File: src/rtl/core/rqsd_pkg.sv
package rqsd_pkg;

    localparam int TIME_WIDTH     = 32;
    localparam int DEBOUNCE_WIDTH = 16;
    localparam int STEP_WIDTH     = 16;
    localparam int PHASE_WIDTH    = 3;

    localparam logic [DEBOUNCE_WIDTH-1:0] DEBOUNCE_RESET = 16'd50;

    localparam logic OP_SAMPLE = 1'b0;
    localparam logic OP_POLL   = 1'b1;

    localparam logic [PHASE_WIDTH-1:0] PH_WAIT   = 3'd0;
    localparam logic [PHASE_WIDTH-1:0] PH_STARTL = 3'd1;
    localparam logic [PHASE_WIDTH-1:0] PH_STARTR = 3'd2;
    localparam logic [PHASE_WIDTH-1:0] PH_TURNL  = 3'd3;
    localparam logic [PHASE_WIDTH-1:0] PH_TURNR  = 3'd4;
    localparam logic [PHASE_WIDTH-1:0] PH_FINL   = 3'd5;
    localparam logic [PHASE_WIDTH-1:0] PH_FINR   = 3'd6;

    typedef struct packed {
        logic                  operation;
        logic                  line_a;
        logic                  line_b;
        logic [TIME_WIDTH-1:0] time_ms;
    } item_t;

    typedef struct packed {
        logic                  has_result;
        logic [STEP_WIDTH-1:0] left_steps;
        logic [STEP_WIDTH-1:0] right_steps;
    } report_t;

endpackage

File: src/rtl/core/rotary_quadrature_step_decoder_core.sv
// rotary encoder step decoder
// s_axis carries one transaction per line sample or poll request:
//   tuser is the operation (0 = line sample, 1 = poll and clear),
//   tdata holds line_a, line_b and the millisecond timestamp.
// m_axis carries one transaction per poll that finds input detected since
// the last report: the left and right detent step counts.
// cfg carries the debounce time in ms; it is always ready and should only be
// written while no transaction is in flight.
// each transaction is held in the input register, where the state
// machine and counters update; a report lands in the output register and
// leaves from there to m_axis. one transaction per cycle is sustained
// unless a report is blocked behind a stalled m_axis.
// a stalled m_axis holds its report; samples keep flowing until a second
// report is waiting, then s_tready drops until the first one is taken.
// reset returns the machine to waiting, clears counts, detected flag and
// event time, and loads a debounce time of 50 ms.
module rotary_quadrature_step_decoder_core #(
    parameter int COUNT_WIDTH = 16
) (
    input  logic        clk,
    input  logic        rst_n,
    input  logic        s_tvalid,
    output logic        s_tready,
    input  logic [39:0] s_tdata,   // line_a, line_b, time_ms[31:0], zero pad
    input  logic        s_tuser,   // operation
    output logic        m_tvalid,
    input  logic        m_tready,
    output logic [31:0] m_tdata,   // left_steps[15:0], right_steps[15:0]
    input  logic        cfg_valid,
    output logic        cfg_ready,
    input  logic [15:0] cfg_data
);
    import rqsd_pkg::*;

    logic                      in_valid_reg;
    item_t                     in_item_reg;
    logic                      out_valid_reg;
    logic [2*STEP_WIDTH-1:0]   out_data_reg;
    logic [DEBOUNCE_WIDTH-1:0] debounce_reg;

    report_t                   report;
    logic                      out_free;
    logic                      advance;

    assign out_free  = ~out_valid_reg | m_tready;
    assign advance   = in_valid_reg & (~report.has_result | out_free);
    assign s_tready  = ~in_valid_reg | advance;
    assign cfg_ready = 1'b1;

    rqsd_step #(
        .COUNT_WIDTH(COUNT_WIDTH)
    ) u_step (
        .clk        (clk),
        .rst_n      (rst_n),
        .item       (in_item_reg),
        .commit     (advance),
        .debounce_ms(debounce_reg),
        .report     (report)
    );

    always_ff @(posedge clk or negedge rst_n)
    begin
        if (!rst_n)
        begin
            in_valid_reg <= 1'b0;
        end
        else if (s_tready)
        begin
            in_valid_reg <= s_tvalid;
        end
    end

    always_ff @(posedge clk)
    begin
        if (s_tready && s_tvalid)
        begin
            in_item_reg.operation <= s_tuser;
            in_item_reg.line_a    <= s_tdata[0];
            in_item_reg.line_b    <= s_tdata[1];
            in_item_reg.time_ms   <= s_tdata[33:2];
        end
    end

    always_ff @(posedge clk or negedge rst_n)
    begin
        if (!rst_n)
        begin
            out_valid_reg <= 1'b0;
        end
        else if (out_free)
        begin
            out_valid_reg <= advance & report.has_result;
        end
    end

    always_ff @(posedge clk)
    begin
        if (out_free && advance && report.has_result)
        begin
            out_data_reg <= {report.right_steps, report.left_steps};
        end
    end

    always_ff @(posedge clk or negedge rst_n)
    begin
        if (!rst_n)
        begin
            debounce_reg <= DEBOUNCE_RESET;
        end
        else if (cfg_valid && cfg_ready)
        begin
            debounce_reg <= cfg_data;
        end
    end

    assign m_tvalid = out_valid_reg;
    assign m_tdata  = out_data_reg;

endmodule

File: src/rtl/core/rqsd_step.sv
module rqsd_step #(
    parameter int COUNT_WIDTH = 16
) (
    input  logic                                clk,
    input  logic                                rst_n,
    input  rqsd_pkg::item_t                     item,
    input  logic                                commit,
    input  logic [rqsd_pkg::DEBOUNCE_WIDTH-1:0] debounce_ms,
    output rqsd_pkg::report_t                   report
);
    import rqsd_pkg::*;

    logic [PHASE_WIDTH-1:0] phase_reg;
    logic [PHASE_WIDTH-1:0] phase_next;
    logic [COUNT_WIDTH-1:0] left_reg;
    logic [COUNT_WIDTH-1:0] left_next;
    logic [COUNT_WIDTH-1:0] right_reg;
    logic [COUNT_WIDTH-1:0] right_next;
    logic                   detected_reg;
    logic                   detected_next;
    logic [TIME_WIDTH-1:0]  last_event_reg;
    logic [TIME_WIDTH-1:0]  last_event_next;

    logic                   both_hi;
    logic                   both_lo;
    logic                   a_hi_b_lo;
    logic                   a_lo_b_hi;
    logic [TIME_WIDTH-1:0]  elapsed;
    logic                   push_long;

    assign both_hi   = item.line_a & item.line_b;
    assign both_lo   = ~item.line_a & ~item.line_b;
    assign a_hi_b_lo = item.line_a & ~item.line_b;
    assign a_lo_b_hi = ~item.line_a & item.line_b;
    assign elapsed   = item.time_ms - last_event_reg;
    assign push_long = elapsed > {{(TIME_WIDTH-DEBOUNCE_WIDTH){1'b0}}, debounce_ms};

    always_comb
    begin
        phase_next      = phase_reg;
        left_next       = left_reg;
        right_next      = right_reg;
        detected_next   = detected_reg;
        last_event_next = last_event_reg;
        if (item.operation == OP_POLL)
        begin
            if (detected_reg)
            begin
                left_next     = '0;
                right_next    = '0;
                detected_next = 1'b0;
            end
        end
        else
        begin
            unique case (phase_reg)
                PH_STARTL:
                begin
                    if (both_hi)
                    begin
                        phase_next = PH_WAIT;
                        if (push_long)
                        begin
                            detected_next = 1'b1;
                        end
                    end
                    else if (both_lo)
                    begin
                        phase_next = PH_TURNL;
                    end
                end
                PH_STARTR:
                begin
                    if (both_hi)
                    begin
                        phase_next = PH_WAIT;
                    end
                    else if (both_lo)
                    begin
                        phase_next = PH_TURNR;
                    end
                end
                PH_TURNL:
                begin
                    if (a_lo_b_hi)
                    begin
                        phase_next = PH_STARTL;
                    end
                    else if (a_hi_b_lo)
                    begin
                        phase_next = PH_FINL;
                    end
                end
                PH_TURNR:
                begin
                    if (a_hi_b_lo)
                    begin
                        phase_next = PH_STARTR;
                    end
                    else if (a_lo_b_hi)
                    begin
                        phase_next = PH_FINR;
                    end
                end
                PH_FINL:
                begin
                    if (both_lo)
                    begin
                        phase_next = PH_TURNL;
                    end
                    else if (both_hi)
                    begin
                        phase_next      = PH_WAIT;
                        right_next      = '0;
                        left_next       = left_reg + {{(COUNT_WIDTH-1){1'b0}}, 1'b1};
                        detected_next   = 1'b1;
                        last_event_next = item.time_ms;
                    end
                end
                PH_FINR:
                begin
                    if (both_lo)
                    begin
                        phase_next = PH_TURNR;
                    end
                    else if (both_hi)
                    begin
                        phase_next      = PH_WAIT;
                        left_next       = '0;
                        right_next      = right_reg + {{(COUNT_WIDTH-1){1'b0}}, 1'b1};
                        detected_next   = 1'b1;
                        last_event_next = item.time_ms;
                    end
                end
                default:
                begin
                    if (a_hi_b_lo)
                    begin
                        phase_next = PH_STARTR;
                    end
                    else if (a_lo_b_hi)
                    begin
                        phase_next      = PH_STARTL;
                        last_event_next = item.time_ms;
                    end
                    else
                    begin
                        phase_next = PH_WAIT;
                    end
                end
            endcase
        end
    end

    always_ff @(posedge clk or negedge rst_n)
    begin
        if (!rst_n)
        begin
            phase_reg      <= PH_WAIT;
            left_reg       <= '0;
            right_reg      <= '0;
            detected_reg   <= 1'b0;
            last_event_reg <= '0;
        end
        else if (commit)
        begin
            phase_reg      <= phase_next;
            left_reg       <= left_next;
            right_reg      <= right_next;
            detected_reg   <= detected_next;
            last_event_reg <= last_event_next;
        end
    end

    assign report.has_result = (item.operation == OP_POLL) & detected_reg;

    generate
        if (COUNT_WIDTH >= STEP_WIDTH)
        begin : g_trunc
            assign report.left_steps  = left_reg[STEP_WIDTH-1:0];
            assign report.right_steps = right_reg[STEP_WIDTH-1:0];
        end
        else
        begin : g_extend
            assign report.left_steps  = {{(STEP_WIDTH-COUNT_WIDTH){1'b0}}, left_reg};
            assign report.right_steps = {{(STEP_WIDTH-COUNT_WIDTH){1'b0}}, right_reg};
        end
    endgenerate

endmodule
File: config.mk
export PLATFORM = sky130hd
export DESIGN_NAME = rotary_quadrature_step_decoder_core
export DESIGN_NICKNAME = d
export VERILOG_FILES = /design/src/rtl/core/rqsd_pkg.sv /design/src/rtl/core/rotary_quadrature_step_decoder_core.sv /design/src/rtl/core/rqsd_step.sv
export SDC_FILE = /design/constraint.sdc
export NUM_CORES = 1
export LEC_CHECK = 0
export ABC_AREA = 1
export BUFFER_PORTS_ARGS = -buffer_cell sky130_fd_sc_hd__buf_2
export CORE_MARGIN = 4
export CORE_UTILIZATION = 46
export DETAILED_ROUTE_END_ITERATION = 8
export GPL_ROUTABILITY_DRIVEN = 0
export PLACE_DENSITY_LB_ADDON = 0.1
export SLEW_MARGIN = 0
export SYNTH_ARGS = -nofsm -noshare
export SYNTH_HDL_FRONTEND = slang
export SYNTH_HIERARCHICAL = 1
export SYNTH_SLANG_ARGS = --single-unit
File: constraint.sdc
create_clock -name clk -period 2.6 [get_ports clk]
set_clock_uncertainty 0.1 [all_clocks]
set_input_delay 0.65 -clock clk [delete_from_list [all_inputs] [get_ports clk]]
set_output_delay 0.65 -clock clk [all_outputs]
set_load 0.02 [all_outputs]
==> results of run 1 <==
## power by group through the flow
| stage | Combinational (mW) | Clock [mW] | Sequential (mW) |
|---|---|---|---|
| global placement | 5.51 | 0 | 3.25 |
| global route | 6.92 | 2.68 | 3.26 |
| detailed placement | 5.58 | 0 | 3.25 |
| finish | 6.07 | 2.50 | 3.21 |
| CTS | 5.66 | 2.58 | 3.21 |
| floorplan | 3.75 | 0 | 3.27 |
## worst min-delay path by stage
stage | start | end | slack, ps | depth (start not counted)
2_1_floorplan | rst_n | debounce_reg[0] | 250 | 0
4_1_cts | rst_n | debounce_reg[2] | 120 | 1
6_report | rst_n | u_step/last_event_reg[0] | 100 | 1
3_3_place_gp | u_step/right_reg[7] | m_tdata[23] | 330 | 0
5_1_grt | rst_n | u_step/last_event_reg[0] | 140 | 1
3_5_place_dp | u_step/right_reg[7] | m_tdata[23] | 330 | 0
## cell families (layout without fill, tap and decap cells)
group                    Yosys count  in the layout  synth area share
AO/OA/AOI/OAI                    144            144           0.09135
multiplexers                       1              1          0.001249
adder cells (fa/ha/maj)           54             54           0.07580
flip-flops                       153            153            0.4624
buffers and inverters            263            452            0.1151
XOR/XNOR                          18             18           0.01749
other                              1              2         0.0004161
AND/OR/NAND/NOR                  522            522            0.2362
## cell usage in the layout (no fill, tap or decap), types with 22 or more instances in the layout
cell type,count
a21oi_1,76
buf_2,88
inv_1,236
nand2_2,22
nand3_1,32
edfxtp_1,67
nand2_1,318
ha_1,38
buf_4,79
dfrtp_1,83
nor2_1,101
o21ai_0,27
## cell usage after synthesis, types with 2 or more instances
cell and instances:
nand3_1 36, ha_1 53, o21ai_2 5, a21oi_1 83, buf_6 5, a31oi_1 2, buf_2 7, nor2_2 6
o21ai_1 5, o21bai_1 2, dfstp_2 3, nor3_1 13, nand2_1 338, o2111a_1 2, nor2_1 104, nor3_2 2
nand2_2 5, edfxtp_1 67, o22ai_1 2, nand4_1 11, inv_2 5, xor2_1 17, o21a_1 6, o21ai_0 29
inv_1 243, a21oi_2 2, dfrtp_1 83
## per-layer routing
layer,up-vias,share of wire,wire [um]
li1,3950,-,-
met1,3335,0.47,9359
met2,124,0.47,9480
met3,36,0.040,809
met4,4,0.019,372
met5,-,0.0011,23
## area by class of cell
| class | count | area (um2) | share of cell area |
|---|---|---|---|
| Tap cell | 260 | 325.3 | 0.02878 |
| Multi-Input combinational cell | 740 | 4164 | 0.3683 |
| Inverter | 249 | 934.6 | 0.08268 |
| Sequential cell | 153 | 4168 | 0.3687 |
| Antenna cell | 1 | 2.502 | 0.0002214 |
| Timing Repair Buffer | 171 | 1105 | 0.09773 |
| Clock inverter | 15 | 180.2 | 0.01594 |
| Clock buffer | 17 | 425.4 | 0.03763 |
## through the flow
step	setup WS (ps)	std cells	power, mW	cell area, um2	util
global route	-651.2	1606	12.86	11300	0.5964
floorplan	-12.93	1156	7.017	9214	-
finish	-389.2	1606	11.78	11300	0.5964
detailed placement	-355.5	1562	8.827	10460	0.5516
CTS	-342.3	1594	11.45	11080	0.5847
global placement	-329.8	1562	8.752	10460	0.5516
## what timing repair did
action,in CTS,in global routing
hold buffers,0,0
setup buffers,0,11
pin swaps,8,34
gates cloned,0,0
endpoints found under the setup margin,1,1
gates resized for setup,7,34
==> impl_metrics.ini, run 1 <==
[run_status]
status = finished with violations
violations = negative setup slack

[yosys]
syn_inst = 1156
synth_largest_area_cell = dfrtp_1
syn_avg_cell_area_um2 = 7.796
mappedNetlistNets = 1272
synth_top_area_frac = 0.2305
ys_ff_latch = 153
synth_enable_flop_cells = 67
synth_area_leaders = dfrtp_1, edfxtp_1, nand2_1
ys_async_sr_fraction = 0.5621
yosys_most_used_dff = dfrtp_1
netlist_area_um2 = 9012
synth.distinct_cells = 47
ys_seq_area_frac = 0.4624
ys_warn_count = 6

[clocking]
clockRootBuffer = clkbuf_16
cts_tree = done
cts_buffer_depth = 2
clkTransAtPathRegs_ps = 70
cts-buffers-inserted = 17
htree_levels = 4
clkLatencyLatePin_ps = 430
cts.sinks = 153

[global_route]
busiest_layer = met2
grt_max_degree = 64
use_met3 = 0.04200
grt_pass1_vias = 7144
overflow = 0
grt_pass1_wl_mm = 33.64
antenna_found_initial = 3
use_met1 = 0.2481
grt_use_met2 = 0.3145
grt.total_usage = 0.1892

[floorplan]
die_area_um2 = 21900
pin_count = 97
rows = 50
fp.dieW_um = 148.0
die_h_um = 148.0
initial_core_util = 0.4754
core_area_um2 = 18960

[sta]
fin_crit_sh = 1.150
rsz0062_at_grt = yes
timing_hold_violations_final = 0
relSlewSlack = 0.6392
period_minus_slack_ps = 2989
report.final.slew_viol_count = 0
finalSetupViolCount = 1
fmax_mhz = 334.5
setup_slack_ps = -389.2
holdWs_ps = 103.0
setup_tns_ps = -389.2
worstMarginPinSlew_ps = 541.2

[cells_and_area]
area_delta_synth_final_pct = 25.43
layout-drive-gt1-share = 0.2230
largest_reg_flops = 35
final_nets = 1448
fill_cells = 1731

[drt]
drtIter0Drc = 303
vias_per_cell = 4.638
firstDrtPassIters = 6
wl_mm = 20.04
drc_errors = 0
vias = 7449
drtAntennaViolNets = 0
wl_per_cell_um = 12.48

[setup_path]
rr_endpoint = u_step/detected_reg
slowest_stage = edfxtp_1
reg2regPathDepth = 25
path_delay_family = simple AND/OR/NAND/NOR gates
rrSetupSlack_ps = -390
cp_common_cell = nand2_2
cp-start-kind = flip-flop
crit_cells = 25
cp_max_fo = 4
r2r_start = in_item_reg[2]
worst-setup-path-type = reg -> reg
worstSetupEndpointType = flip-flop
critPathMaxStageDelay_ps = 440
crit_end = u_step/detected_reg
crit_arrival_ps = 3210
worstPathRequired_ps = 2820
crit_buf_inv = 2
startpoint = in_item_reg[2]

[worst_hold_path]
hold_path_class = in -> async

[pwr]
vdd_drop_max_mv = 0.5459
switching_share = 0.4085
internal_power_mw = 6.968
pwr-share-seq = 0.272
leakagePower_nw = 5.854
clockPowerShare = 0.212
power-per-cell-area_nw_per_um2 = 1042
switching_power_mw = 4.813
p_comb_frac = 0.516

[run]
max-cap-violations = 0

[place]
hpwl_mm = 14.92
port_buffers = 89
Power figures use the tool's default switching activity.
==> run 2, diff against run 1 <==
ABC_AREA = not set   (was 1)
==> run 2 against run 1 <==
Clock power is essentially flat. The flow still finishes with violations (negative setup slack). Final area down 5.9%. Wire length shrank 8.7%. Non-clock buffer count increased by 31. Synthesized cell count fell by 34%. Register-to-register slack got worse by 1400 ps. Critical path depth fell by 4. Hold slack got worse by 56 ps. First-iteration DRC count down 5.0%. Core utilization shrank 0.42 points. Global-route usage is 0.59 points lower.
==> impl_metrics.ini, run 2 <==
[drt]
drc_errors = 0
vias_per_cell = 5.301
vias = 6377
drtIter0Drc = 288
wl_mm = 18.30
wl_per_cell_um = 15.21
firstDrtPassIters = 5
drtAntennaViolNets = 0

[sta]
worstMarginPinSlew_ps = 628.5
report.final.slew_viol_count = 0
timing_hold_violations_final = 0
period_minus_slack_ps = 4405
rsz0062_at_grt = yes
relSlewSlack = 0.5777
fmax_mhz = 227.0
finalSetupViolCount = 1
fin_crit_sh = 1.694
setup_slack_ps = -1805

[floorplan]
initial_core_util = 0.4672
die_h_um = 143.1
core_area_um2 = 17960
fp.dieW_um = 143.1
rows = 49
die_area_um2 = 20470
pin_count = 97

[yosys]
synth_xor_area_frac = 0.03862
ys_seq_area_frac = 0.4966
synth_enable_flop_cells = 67
syn_avg_cell_area_um2 = 10.98
ys_async_sr_fraction = 0.5621
syn_inst = 764
synth_largest_area_cell = dfrtp_1
ys_ff_latch = 153
synthMuxAreaShare = 0.06873
synth_fa_ha_area_frac = 0.08141
synth_top_family_by_area = compound AO/OA/AOI/OAI gates
synth_top_area_frac = 0.2475
synth_compound_area_frac = 0.1410
synth_simple_gate_area_frac = 0.1279
yosys_most_used_dff = dfrtp_1
synth.top_cells.by_count = dfrtp_1, edfxtp_1, nand2_1
netlist_area_um2 = 8392
mappedNetlistNets = 880
synth.distinct_cells = 82
synthMostInstantiatedCell = dfrtp_1
ys_warn_count = 6
synth_area_leaders = dfrtp_1, edfxtp_1, ha_1

[pwr]
clockPowerShare = 0.235
pwr-share-seq = 0.291
p_comb_frac = 0.474
switching_share = 0.3590
vdd_drop_max_mv = 0.5713
switching_power_mw = 3.848
leakagePower_nw = 4.828
internal_power_mw = 6.871
power-per-cell-area_nw_per_um2 = 1008

[cells_and_area]
layout-drive-gt1-share = 0.3419
largest_reg_flops = 35
diodes = 0
fin_util = 0.5922
final_common_cell = buf_4
layout_common_cells = buf_4, buf_2, dfrtp_1
final_nets = 1077
finalNonFillerCells = 1203
area_delta_synth_final_pct = 26.76
fin_area_um2 = 10640

[run_status]
status = finished with violations
violations = negative setup slack

[global_route]
grt_pass1_vias = 6332
overflow = 0
grt_pass1_wl_mm = 30.01
antenna_found_initial = 0
grt.total_usage = 0.1834
grt_max_degree = 42

[setup_path]
cp-start-kind = flip-flop
worstSetupEndpointType = flip-flop
r2r_start = u_step/last_event_reg[0]
crit_end = u_step/detected_reg
reg2regPathDepth = 21
startpoint = u_step/last_event_reg[0]
worst-setup-path-type = reg -> reg
cp_max_fo = 3
worstPathRequired_ps = 2810
crit_arrival_ps = 4610
rr_endpoint = u_step/detected_reg
rrSetupSlack_ps = -1800

[place]
hpwl_mm = 13.69
placed_area_um2 = 9911
port_buffers = 89
placed_cells_incl_taps = 1167
pre_cts_slack_ps = -1907

[clocking]
cts_tree = done
post_cts_hold_buffer_count = 0
cts.sinks = 153
clkLatencyLatePin_ps = 420
clkTransAtPathRegs_ps = 60
cts_buffer_depth = 2
htree_levels = 4
clockRootBuffer = clkbuf_16
cts-buffers-inserted = 17

[run]
max-cap-violations = 0

[worst_hold_path]
hold_path_class = in -> async
## run 2: cell families after synthesis
| kind of cell | after synthesis |
|---|---|
| AND/OR/NAND/NOR | 210 |
| AO/OA/AOI/OAI | 174 |
| flip-flops | 153 |
| buffers and inverters | 87 |
| adder cells (fa/ha/maj) | 54 |
| multiplexers | 48 |
| XOR/XNOR | 37 |
| other | 1 |
## run 2: cell type report
cell class / instances / area [um2]
clock buffer: 19 / 442.9
clock inverter: 13 / 158.9
fill: 1508 / 7326
inverter: 63 / 236.5
multi-input combinational: 524 / 3999
sequential: 153 / 4168
tap: 229 / 286.5
timing repair buffer: 202 / 1346
## run 2: power groups by stage
| stage | combinational, mW | clock (mW) | sequential, mW |
|---|---|---|---|
| after CTS | 4.99 | 2.59 | 3.12 |
| after detailed placement | 4.87 | 0 | 3.16 |
| after global placement | 4.75 | 0 | 3.15 |
| final | 5.08 | 2.52 | 3.12 |
| after floorplan | 3.18 | 0 | 3.17 |
| after global routing | 5.63 | 2.70 | 3.15 |
## run 2: repair_timing
action / CTS / global route
hold endpoints to repair: 0 / 0
pin swaps: 6 / 18
buffers inserted: 2 / 2
setup endpoints to repair: 1 / 9
cloned: 0 / 0
resized for setup: 6 / 10
## run 2: worst min-delay path by stage
| stage | startpoint | cells after the start | end |
|---|---|---|---|
| finish | rst_n | 1 | debounce_reg[9] |
| floorplan | rst_n | 0 | debounce_reg[0] |
| detailed placement | u_step/left_reg[15] | 0 | m_tdata[15] |
| CTS | rst_n | 1 | debounce_reg[9] |
| global route | rst_n | 1 | debounce_reg[9] |
| global placement | u_step/right_reg[15] | 0 | m_tdata[31] |
## run 2: layer usage
metal | part of all wire | global-route usage
met1 | 0.44 | 0.2353
met2 | 0.50 | 0.3081
met3 | 0.038 | 0.03248
met4 | 0.022 | 0.07454
met5 | 0 | 0
## run 2: per-stage QoR
step | hold WS (ps) | TNS [ps] | power, mW
floorplan | 254.4 | -1522 | 6.347
global placement | 358.6 | -1728 | 7.891
detailed placement | 366.6 | -1907 | 8.035
CTS | 51.06 | -1825 | 10.69
global route | 66.14 | -2111 | 11.48
finish | 46.78 | -1805 | 10.72
## run 2: worst max-delay path, stage by stage, from the launching register on
cell and delay (ps):
dfrtp_1 410, ha_4 180, fa_2 430, nor2b_4 160, o31ai_4 90, a31o_1 210, nand2_2 100, a31oi_4 80
o21bai_1 140, a21oi_1 90, xnor2_1 140, ha_1 310, nand4_1 160, nor4_2 350, nand2_1 150, o41ai_4 70
o311a_1 200, and4b_1 170, nand4_1 150, a2111oi_4 210, nand4_1 130, o31a_1 250
==> run 3, diff against run 2 <==
==> constraint.sdc (replaced) <==
create_clock -name clk -period 2.6 [get_ports clk]
set_clock_uncertainty 0.1 [all_clocks]
set_input_delay 0.13 -clock clk [delete_from_list [all_inputs] [get_ports clk]]
set_output_delay 0.13 -clock clk [all_outputs]
set_load 0.02 [all_outputs]
==> run 3 against run 2 <==
The flow still finishes with violations (negative setup slack). Register-to-register slack about the same. Sequential power about the same. Non-clock buffer count up 52. Total power down 1.6%. Die area unchanged. Final area up 4.3%. Sequential share of layout area down 1.6 points. Hold slack better by 86 ps. Wire length up 1.4%. Combinational power about the same. Global-route usage up 0.52 points. Core utilization up 2.5 points. Critical path type unchanged.
==> impl_metrics.ini, run 3 (synthesis gave the netlist of run 2 again) <==
[run_status]
status = finished with violations
violations = negative setup slack

[clocking]
cts_buffer_depth = 2
clockRootBuffer = clkbuf_16
cts.sinks = 153
clkTransAtPathRegs_ps = 70
cts_tree = done
htree_levels = 4
cts-buffers-inserted = 17
clkLatencyLatePin_ps = 420

[sta]
timing_hold_violations_final = 0
rsz0062_at_grt = yes
fmax_mhz = 227.1
setup_slack_ps = -1802
relSlewSlack = 0.5689
setup_tns_ps = -1802
finalSetupViolCount = 1
fin_crit_sh = 1.693
period_minus_slack_ps = 4402
worstMarginPinSlew_ps = 641.8
report.final.slew_viol_count = 0

[drt]
firstDrtPassIters = 5
drtIter0Drc = 240
vias_per_cell = 5.193
vias = 6517
wl_per_cell_um = 14.78
drc_errors = 0
drtAntennaViolNets = 0
wl_mm = 18.55

[worst_hold_path]
hold_start = cfg_valid
hold_path_class = in -> reg
hold_end = debounce_reg[5]
min_path_cells = 2

[pwr]
switching_share = 0.3648
total_power_mw = 10.55
internal_power_mw = 6.698
pwr-share-seq = 0.296
power-per-cell-area_nw_per_um2 = 950.7
leakagePower_nw = 5.020
p_comb_frac = 0.483
clockPowerShare = 0.221
switching_power_mw = 3.847
vdd_drop_max_mv = 0.5219

[cells_and_area]
final_common_cell = buf_4
final_nets = 1129
layout_common_cells = buf_4, buf_2, dfrtp_1
finalNonFillerCells = 1255
diodes = 0
largest_reg_flops = 35
fin_area_um2 = 11090
area_delta_synth_final_pct = 32.18
fill_cells = 1457
layout-drive-gt1-share = 0.3226

[setup_path]
worstPathRequired_ps = 2810
worst-setup-path-type = reg -> reg
rr_endpoint = u_step/detected_reg
crit_arrival_ps = 4620
critPathMaxStageDelay_ps = 410
reg2regPathDepth = 21
rrSetupSlack_ps = -1800
cp_common_cell = nand4_1
slowest_stage = dfrtp_1
worstSetupEndpointType = flip-flop
path_delay_family = compound AO/OA/AOI/OAI gates
r2r_start = u_step/last_event_reg[0]
cp_max_fo = 3
crit_chain = ha_4, fa_2, nor2b_4, o31ai_4, a31o_1, nand2_2, a31oi_4, o21bai_1, a21oi_1, xnor2_1, ha_1, nand4_1, nor4_2, a21boi_2, o41ai_4, o311a_1, and4b_1, nand4_1, a2111oi_2, nand4_1, o31a_1
cp-start-kind = flip-flop
crit_buf_inv = 0

[global_route]
overflow = 0
grt_max_degree = 87
antenna_found_initial = 0
grt_pass1_wl_mm = 30.96
grt_pass1_vias = 6541
grt.total_usage = 0.1885

[floorplan]
die_h_um = 143.1
rows = 49
pin_count = 97
initial_core_util = 0.4672
fp.dieW_um = 143.1
die_area_um2 = 20470
core_area_um2 = 17960

[place]
pre_cts_slack_ps = -1886
port_buffers = 89
placed_cells_incl_taps = 1166
placed_area_um2 = 9891
hpwl_mm = 13.26

[run]
max-cap-violations = 0
[run 3: area by class of cell]
class	count	area, um2	area share
multi-input combinational	524	3984	0.3592
inverter	63	236.5	0.02132
tap	229	286.5	0.02583
clock inverter	14	116.4	0.01049
sequential	153	4168	0.3757
timing repair buffer	254	1862	0.1679
clock buffer	18	439.2	0.03959
[run 3: worst reg2reg max path, stage by stage (launching register included)]
cell and delay, ps:
dfrtp_1 410, ha_4 190, fa_2 390, nor2b_4 160, o31ai_4 80, a31o_1 250
nand2_2 90, a31oi_4 90, o21bai_1 160, a21oi_1 100, xnor2_1 140, ha_1 310
nand4_1 180, nor4_2 70, a21boi_2 170, o41ai_4 220, o311a_1 200, and4b_1 200
nand4_1 120, a2111oi_2 290, nand4_1 120, o31a_1 290
[run 3: how the worst max path moves through the flow]
stage	start	end	depth (start not counted)
3_3_place_gp	in_item_reg[1]	u_step/detected_reg	20
4_1_cts	u_step/last_event_reg[0]	u_step/detected_reg	21
5_1_grt	u_step/last_event_reg[0]	u_step/detected_reg	21
2_1_floorplan	u_step/last_event_reg[1]	u_step/detected_reg	21
3_5_place_dp	in_item_reg[1]	u_step/detected_reg	20
6_report	u_step/last_event_reg[0]	u_step/detected_reg	21
[run 3: layer usage]
metal	vias to the layer above	share of wire	global-route usage
li1	3233	-	-
met4	0	0.024	0.07354
met2	129	0.49	0.3205
met3	32	0.036	0.03014
met1	3123	0.45	0.2420
met5	-	0	0
[run 3: repair_timing]
action | in CTS | in global routing
gates resized for setup | 9 | 7
endpoints found under the setup margin | 1 | 10
hold buffers | 55 | 0
pin swaps | 6 | 1
buffers inserted | 2 | 0
endpoints found under the hold margin | 136 | 0
[run 3: stage by stage]
stage,util,hold slack (ps)
final,0.6175,132.8
after global routing,0.6175,133.2
after CTS,0.6160,128.6
after detailed placement,0.5506,116.3
after global placement,0.5506,108.5
after floorplan,-,-265.6
[run 3: power groups by stage]
stage | Sequential (mW) | Clock [mW] | Combinational, mW
2_1_floorplan | 3.17 | 0 | 3.18
3_3_place_gp | 3.14 | 0 | 4.75
3_5_place_dp | 3.16 | 0 | 4.86
4_1_cts | 3.12 | 2.40 | 5.06
5_1_grt | 3.16 | 2.51 | 5.64
6_report | 3.12 | 2.33 | 5.09
